### src/fptm_pkg.sv
`default_nettype none

package fptm_pkg;

    // refresh event codes, code seven is unused
    typedef enum logic [2:0] {
        OP_REFR_START   = 3'd0,
        OP_RENDER_START = 3'd1,
        OP_RENDER_READY = 3'd2,
        OP_WAIT_START   = 3'd3,
        OP_WAIT_FINISH  = 3'd4,
        OP_FLUSH_START  = 3'd5,
        OP_REFR_READY   = 3'd6
    } event_op_t;

    localparam logic KIND_TICK  = 1'b0;
    localparam logic KIND_FRAME = 1'b1;

    typedef struct packed {
        event_op_t   operation;
        logic [63:0] time_us;
        logic [31:0] time_ms;
        logic        area_present;
        logic [15:0] area_width;
        logic [15:0] area_height;
    } event_t;

    typedef struct packed {
        logic        result_kind;
        logic [31:0] stamp_ms;
        logic [31:0] total_span;
        logic [31:0] render_own;
        logic [31:0] wait_sum;
        logic [31:0] pixel_sum;
        logic [31:0] flush_sum;
    } report_t;

endpackage

`default_nettype wire

### src/fptm_in_reg.sv
`default_nettype none

module fptm_in_reg
    import fptm_pkg::*;
(
    input  wire logic   clk,
    input  wire logic   rst_n,
    input  wire logic   event_valid,
    output logic        event_ready,
    input  wire event_t event_data,
    input  wire logic   take,
    output logic        held_valid,
    output event_t      held_data
);

    logic   valid_reg;
    event_t data_reg;

    // refill in the same cycle the held event is consumed
    assign event_ready = !valid_reg || take;
    assign held_valid  = valid_reg;
    assign held_data   = data_reg;

    always_ff @(posedge clk or negedge rst_n)
    begin
        if (!rst_n)
        begin
            valid_reg <= 1'b0;
        end
        else if (event_valid && event_ready)
        begin
            valid_reg <= 1'b1;
        end
        else if (take)
        begin
            valid_reg <= 1'b0;
        end
    end

    always_ff @(posedge clk)
    begin
        if (event_valid && event_ready)
        begin
            data_reg <= event_data;
        end
    end

endmodule

`default_nettype wire

### src/fptm_accum.sv
`default_nettype none

module fptm_accum
    import fptm_pkg::*;
#(
    parameter int SPAN_WIDTH = 32
)
(
    input  wire logic   clk,
    input  wire logic   rst_n,
    input  wire logic   take,
    input  wire event_t held_data,
    output logic        emit,
    output report_t     result
);

    logic                  drawing_reg, drawing_next;
    logic [SPAN_WIDTH-1:0] refr_start_reg, refr_start_next;
    logic [SPAN_WIDTH-1:0] render_start_reg, render_start_next;
    logic [SPAN_WIDTH-1:0] wait_start_reg, wait_start_next;
    logic [SPAN_WIDTH-1:0] render_span_reg, render_span_next;
    logic [SPAN_WIDTH-1:0] wait_total_reg, wait_total_next;
    logic [31:0]           pixel_total_reg, pixel_total_next;
    logic [31:0]           flush_count_reg, flush_count_next;

    logic [SPAN_WIDTH-1:0] now_us;
    logic [SPAN_WIDTH-1:0] total_span;
    logic [SPAN_WIDTH-1:0] render_own;
    logic [31:0]           strip_pixels;

    assign now_us       = held_data.time_us[SPAN_WIDTH-1:0];
    assign total_span   = now_us - refr_start_reg;
    assign render_own   = (render_span_reg > wait_total_reg) ?
                          (render_span_reg - wait_total_reg) : '0;
    assign strip_pixels = 32'(held_data.area_width) * 32'(held_data.area_height);

    function automatic logic [31:0] to_word(input logic [SPAN_WIDTH-1:0] v);
        logic [63:0] wide;
        wide    = 64'(v);
        to_word = wide[31:0];
    endfunction

    always_comb
    begin
        drawing_next      = drawing_reg;
        refr_start_next   = refr_start_reg;
        render_start_next = render_start_reg;
        wait_start_next   = wait_start_reg;
        render_span_next  = render_span_reg;
        wait_total_next   = wait_total_reg;
        pixel_total_next  = pixel_total_reg;
        flush_count_next  = flush_count_reg;
        emit              = 1'b0;
        result            = '0;
        result.stamp_ms   = held_data.time_ms;

        unique case (held_data.operation)
            OP_REFR_START:
            begin
                drawing_next       = 1'b0;
                render_span_next   = '0;
                wait_total_next    = '0;
                pixel_total_next   = '0;
                flush_count_next   = '0;
                refr_start_next    = now_us;
                emit               = 1'b1;
                result.result_kind = KIND_TICK;
            end
            OP_RENDER_START:
            begin
                drawing_next      = 1'b1;
                render_start_next = now_us;
            end
            OP_RENDER_READY:
            begin
                render_span_next = now_us - render_start_reg;
            end
            OP_WAIT_START:
            begin
                wait_start_next = now_us;
            end
            OP_WAIT_FINISH:
            begin
                wait_total_next = wait_total_reg + (now_us - wait_start_reg);
            end
            OP_FLUSH_START:
            begin
                if (held_data.area_present)
                begin
                    pixel_total_next = pixel_total_reg + strip_pixels;
                end
                flush_count_next = flush_count_reg + 32'd1;
            end
            OP_REFR_READY:
            begin
                // only a refresh that started rendering is reported
                if (drawing_reg)
                begin
                    drawing_next       = 1'b0;
                    emit               = 1'b1;
                    result.result_kind = KIND_FRAME;
                    result.total_span  = to_word(total_span);
                    result.render_own  = to_word(render_own);
                    result.wait_sum    = to_word(wait_total_reg);
                    result.pixel_sum   = pixel_total_reg;
                    result.flush_sum   = flush_count_reg;
                end
            end
            default:
            begin
            end
        endcase
    end

    always_ff @(posedge clk or negedge rst_n)
    begin
        if (!rst_n)
        begin
            drawing_reg      <= 1'b0;
            refr_start_reg   <= '0;
            render_start_reg <= '0;
            wait_start_reg   <= '0;
            render_span_reg  <= '0;
            wait_total_reg   <= '0;
            pixel_total_reg  <= '0;
            flush_count_reg  <= '0;
        end
        else if (take)
        begin
            drawing_reg      <= drawing_next;
            refr_start_reg   <= refr_start_next;
            render_start_reg <= render_start_next;
            wait_start_reg   <= wait_start_next;
            render_span_reg  <= render_span_next;
            wait_total_reg   <= wait_total_next;
            pixel_total_reg  <= pixel_total_next;
            flush_count_reg  <= flush_count_next;
        end
    end

`ifndef SYNTHESIS
    a_frame_needs_render: assert property (@(posedge clk) disable iff (!rst_n)
        (take && emit && result.result_kind == KIND_FRAME) |-> drawing_reg)
        else $error("frame report without render start");

    a_start_clears: assert property (@(posedge clk) disable iff (!rst_n)
        (take && held_data.operation == OP_REFR_START) |=>
        (flush_count_reg == '0 && pixel_total_reg == '0 && !drawing_reg))
        else $error("refresh start did not clear accumulators");

    a_report_ends_frame: assert property (@(posedge clk) disable iff (!rst_n)
        (take && emit && result.result_kind == KIND_FRAME) |=> !drawing_reg)
        else $error("drawing flag still set after frame report");
`endif

endmodule

`default_nettype wire

### src/fptm_out_reg.sv
`default_nettype none

module fptm_out_reg
    import fptm_pkg::*;
(
    input  wire logic    clk,
    input  wire logic    rst_n,
    input  wire logic    take,
    input  wire logic    emit,
    input  wire report_t result,
    output logic         free,
    output logic         report_valid,
    input  wire logic    report_ready,
    output report_t      report_data
);

    logic    valid_reg;
    report_t data_reg;

    assign free         = !valid_reg || report_ready;
    assign report_valid = valid_reg;
    assign report_data  = data_reg;

    always_ff @(posedge clk or negedge rst_n)
    begin
        if (!rst_n)
        begin
            valid_reg <= 1'b0;
        end
        else if (take)
        begin
            valid_reg <= emit;
        end
        else if (report_ready)
        begin
            valid_reg <= 1'b0;
        end
    end

    always_ff @(posedge clk)
    begin
        if (take && emit)
        begin
            data_reg <= result;
        end
    end

endmodule

`default_nettype wire

### src/frame_phase_timing_monitor_core.sv
`default_nettype none

// frame phase timing monitor: accepts one refresh event per cycle on the
// event channel and returns a clock tick for every refresh start and a frame
// report for every refresh ready that followed a render start. each event
// lands in an input register, the accumulators and the report fields are
// formed in one pass of logic (four subtracts, one 16x16 multiply-add, one
// compare) and the result sits in an output register. for an event that
// produces a report, report_valid rises at the clock edge that takes the
// held event out of the input register, and the sustained rate is one
// event per clock as long as report_ready keeps up. while a report waits
// unaccepted the held event waits too, whether or not it produces a
// report, and event_ready drops once the input register is full.
// SPAN_WIDTH sets the wrap width of the stored timestamps and spans; the
// reported fields are the low 32 bits of each span.

module frame_phase_timing_monitor_core
    import fptm_pkg::*;
#(
    parameter int SPAN_WIDTH = 32
)
(
    input  wire logic   clk,
    input  wire logic   rst_n,
    input  wire logic   event_valid,
    output logic        event_ready,
    input  wire event_t event_data,
    output logic        report_valid,
    input  wire logic   report_ready,
    output report_t     report_data
);

    // held event and its consumption
    logic    held_valid;
    event_t  held_data;
    logic    take;
    logic    free;

    // per-event result before the output register
    logic    emit;
    report_t result;

    // an event is consumed once the output register can take its result
    assign take = held_valid && free;

    fptm_in_reg u_in_reg (
        .clk         (clk),
        .rst_n       (rst_n),
        .event_valid (event_valid),
        .event_ready (event_ready),
        .event_data  (event_data),
        .take        (take),
        .held_valid  (held_valid),
        .held_data   (held_data)
    );

    fptm_accum #(
        .SPAN_WIDTH (SPAN_WIDTH)
    ) u_accum (
        .clk       (clk),
        .rst_n     (rst_n),
        .take      (take),
        .held_data (held_data),
        .emit      (emit),
        .result    (result)
    );

    fptm_out_reg u_out_reg (
        .clk          (clk),
        .rst_n        (rst_n),
        .take         (take),
        .emit         (emit),
        .result       (result),
        .free         (free),
        .report_valid (report_valid),
        .report_ready (report_ready),
        .report_data  (report_data)
    );

endmodule

`default_nettype wire

### config.mk
export PLATFORM = sky130hd
export DESIGN_NAME = frame_phase_timing_monitor_core
export DESIGN_NICKNAME = d
export VERILOG_FILES = /design/src/fptm_pkg.sv /design/src/fptm_in_reg.sv /design/src/fptm_accum.sv /design/src/fptm_out_reg.sv /design/src/frame_phase_timing_monitor_core.sv
export SDC_FILE = /design/constraint.sdc
export NUM_CORES = 2
export LEC_CHECK = 0
export BUFFER_PORTS_ARGS = -buffer_cell sky130_fd_sc_hd__clkbuf_2
export CAP_MARGIN = 20
export CORE_MARGIN = 2
export CORE_UTILIZATION = 40
export CTS_BUF_LIST = sky130_fd_sc_hd__clkbuf_4 sky130_fd_sc_hd__clkbuf_8
export DETAILED_ROUTE_END_ITERATION = 6
export GPL_TIMING_DRIVEN = 0
export HOLD_SLACK_MARGIN = 0.1
export PLACE_DENSITY_LB_ADDON = 0.05
export SYNTH_ARGS = -nofsm -noshare
export SYNTH_HDL_FRONTEND = slang
export SYNTH_HIERARCHICAL = 1
export SYNTH_SLANG_ARGS = --single-unit
### constraint.sdc
create_clock -name clk -period 11.3 [get_ports clk]
set_input_delay 0.565 -clock clk [delete_from_list [all_inputs] [get_ports clk]]
set_output_delay 0.565 -clock clk [all_outputs]
set_load 0.01 [all_outputs]
==> results.txt <==
- The run finished with clean final reports.
- Setup violations remaining at the end of the flow were counted as 0.
- # H-tree levels: 3
- The first routing iteration left 1,607 violations.
- Area growth from synthesis to layout: 17.8%
- Critical path class: flip-flop to flip-flop
- Total clock buffers created by CTS: 97
- Width of the chip: 301 µm
* Final Net Count: approximately 4,600
- The worst register-to-register path ends at u_accum/pixel_total_reg[29].
- Ratio of cells with drive above 1 in the final layout: 0.134
- Cell at the root of the clock tree: clkbuf_8
- The final number of hold-violating endpoints was 0.
- Global routing finished with a remaining overflow of 0.
* Average wire per standard cell: 18.6 µm
* Part of the cycle the worst path needs: 0.630
- Via density: 4.93
- For the final database, setup skew stands at 0.0539 ns.
* Arrival @ worst endpoint: 7.71 ns
- STA classifies the critical path startpoint as a flip-flop.
- The HPWL after detailed placement is between 70 and 80 mm.
- I/O pin total: 331
- Critical path, cell by cell: clkbuf_1 > nand2_1 > fa_1 > fa_1 > fa_1 > fa_1 > inv_1 > fa_1 > inv_1 > fa_1 > inv_1 > ha_1 > and3_1 > nand2_1 > a21oi_1 > o21ai_0 > o211ai_1 > o211ai_1 > o21ai_0 > xnor2_1 > a22o_1
* # Post-CTS Setup Buffers: 0
- The first global-routing pass estimated about 150 mm of wire.
- The analysis attributes to cell leakage a power of about 19 nW.
* Ratio of total power to cell area: 299 nW/µm²
- In this run the cell area of the synthesized design comes to ~35,000 µm².
- Unrepaired setup endpoints after global routing: false
- Total via count in the routed design: between 20,000 and 30,000
- Yosys synthesis warning count: 6
- Worst path most repeated cell: fa_1
* Delay of the slowest cell on the worst path: 0.74 ns
- Total core area: 87,200 µm²
- The number of global-route vias before repair was 25,800.
- For this run, design rule violations remaining after detail routing come to 0.
* Total Negative Setup Slacks: 0 ns
- The count of buffers added on input and output ports is 298.
* Max reg flops: 193
* CTS clock-pin slew for the worst setup and hold paths: 0.06 ns
- For this block, the routed nets add up to 96.7 mm of wire.
* Max-slew headroom at the worst pin: 0.220
- Row generation in the floorplan step produced between 100 and 150 rows.
- Crit path buffers/inverters: 4
- Max Clock Freq: 141 MHz
- At the later pin of the worst-skew pair, clock insertion delay measures 0.75 ns.
* Number of nets still failing antenna checks after routing: 0
- Cell with the largest stage delay on the worst path: o21ai_0
- Number of pins with negative max-slew slack in the final report: 0
* Maximum count of clock buffers along a single path: 3
* Average cell area after synthesis: a little over 10 µm²
- Detailed-routing iteration count for the pre-antenna-repair pass: 6
- Die H: 301 µm
- Class of the worst hold path: input pin to async pin
- Number of cells on the worst reg-to-reg path: 21
* Reg2reg setup slack: 4.18 ns
- Antenna violations before repair: 4
* Syn nets: 4,083
* Highest net fanout along the worst path: 10
- STA puts the critical path data required time at 11.89 ns.
- The initial utilization of the core area, before any placement, comes to 0.405.
- The kind of cell with the highest combined delay along the critical path is adder cells.
* Cells after synthesis: ~3,500
- CP endpoint kind: flip-flop
- Entering global routing, the biggest net connects 102 pins.
* Post-route minimum period: 7.12 ns
- Slew of the pin with the lowest slew margin: 1.17 ns
* Total power draw: between 10 and 15 mW
- The floorplan step defined a die boundary enclosing 90,600 µm².
- Number of max-cap violations: 0
- In the global route stage, overall resource usage came out at 0.217.
- In this run the critical register-to-register path is launched from u_in_reg/held_data[25].
- IR analysis of the VDD net gives a maximum drop of 0.364 mV.
- Routability-driven placement congestion ratio: 0.875
- Clock tree from TritonCTS: built
- Number of clock sinks: between 500 and 600
## what timing repair did
item,in CTS,in global routing
resized for setup,0,0
hold buffers,103,0
hold endpoints to repair,164,0
setup endpoints to repair,0,0
## layout make-up
class,count,area [µm²]
Fill cell,8435,45600
Multi-Input combinational cell,2235,18000
Sequential cell,520,14500
Timing Repair Buffer,410,2720
Inverter,564,2120
Clock buffer,136,1720
Tap cell,1155,1450
Buffer,143,671
Clock inverter,48,379
Antenna cell,1,2.50
## report_power, final
part / total, mW / switching [mW] / internal [mW]
combinational: 7.97 / 4.66 / 3.31
clock: 1.95 / 0.864 / 1.09
sequential: 2.50 / 0.195 / 2.30
## metrics by stage
step / util / cells / setup slack (ns) / hold WS, ns / area [µm²]
floorplan: - / 3462 / 5.56 / 0.269 / 35300
global placement: 0.439 / 4915 / 4.26 / 0.462 / 38200
detailed placement: 0.441 / 4924 / 4.27 / 0.468 / 38400
CTS: 0.477 / 5211 / 4.24 / 0.323 / 41600
global route: 0.477 / 5212 / 3.81 / 0.377 / 41600
finish: 0.477 / 5212 / 4.18 / 0.385 / 41600
## cells in the final DEF (no fill, tap or decap), types with 171 or more instances in the layout
cell and instances:
fa_1 259, clkbuf_2 297, dfrtp_1 227, and2_1 171, nor2_1 205, inv_1 563
nand2_1 373, ha_1 226, o21ai_0 194, edfxtp_1 293
## layer usage
layer	track usage	share of wire	wire, µm	vias to the layer above
met5	0	0	0	-
met1	0.327	0.49	47700	12500
met3	0.0334	0.051	4960	125
li1	-	-	-	12400
met4	0.0609	0.022	2150	0
met2	0.324	0.43	41900	666
## worst max-delay path by stage
stage                                 startpoint                           to  slack, ns  cells past startpoint
after detailed placement  u_in_reg/held_data[25]  u_accum/pixel_total_reg[31]       4.27                     21
after global placement    u_in_reg/held_data[26]  u_accum/pixel_total_reg[31]       4.26                     21
after CTS                 u_in_reg/held_data[25]  u_accum/pixel_total_reg[29]       4.24                     21
final                     u_in_reg/held_data[25]  u_accum/pixel_total_reg[29]       4.18                     21
after global routing      u_in_reg/held_data[26]  u_accum/pixel_total_reg[31]       3.81                     21
after floorplan           u_in_reg/held_data[23]  u_accum/pixel_total_reg[31]       5.56                     23
Note: power is estimated with default switching activity, not from simulation.
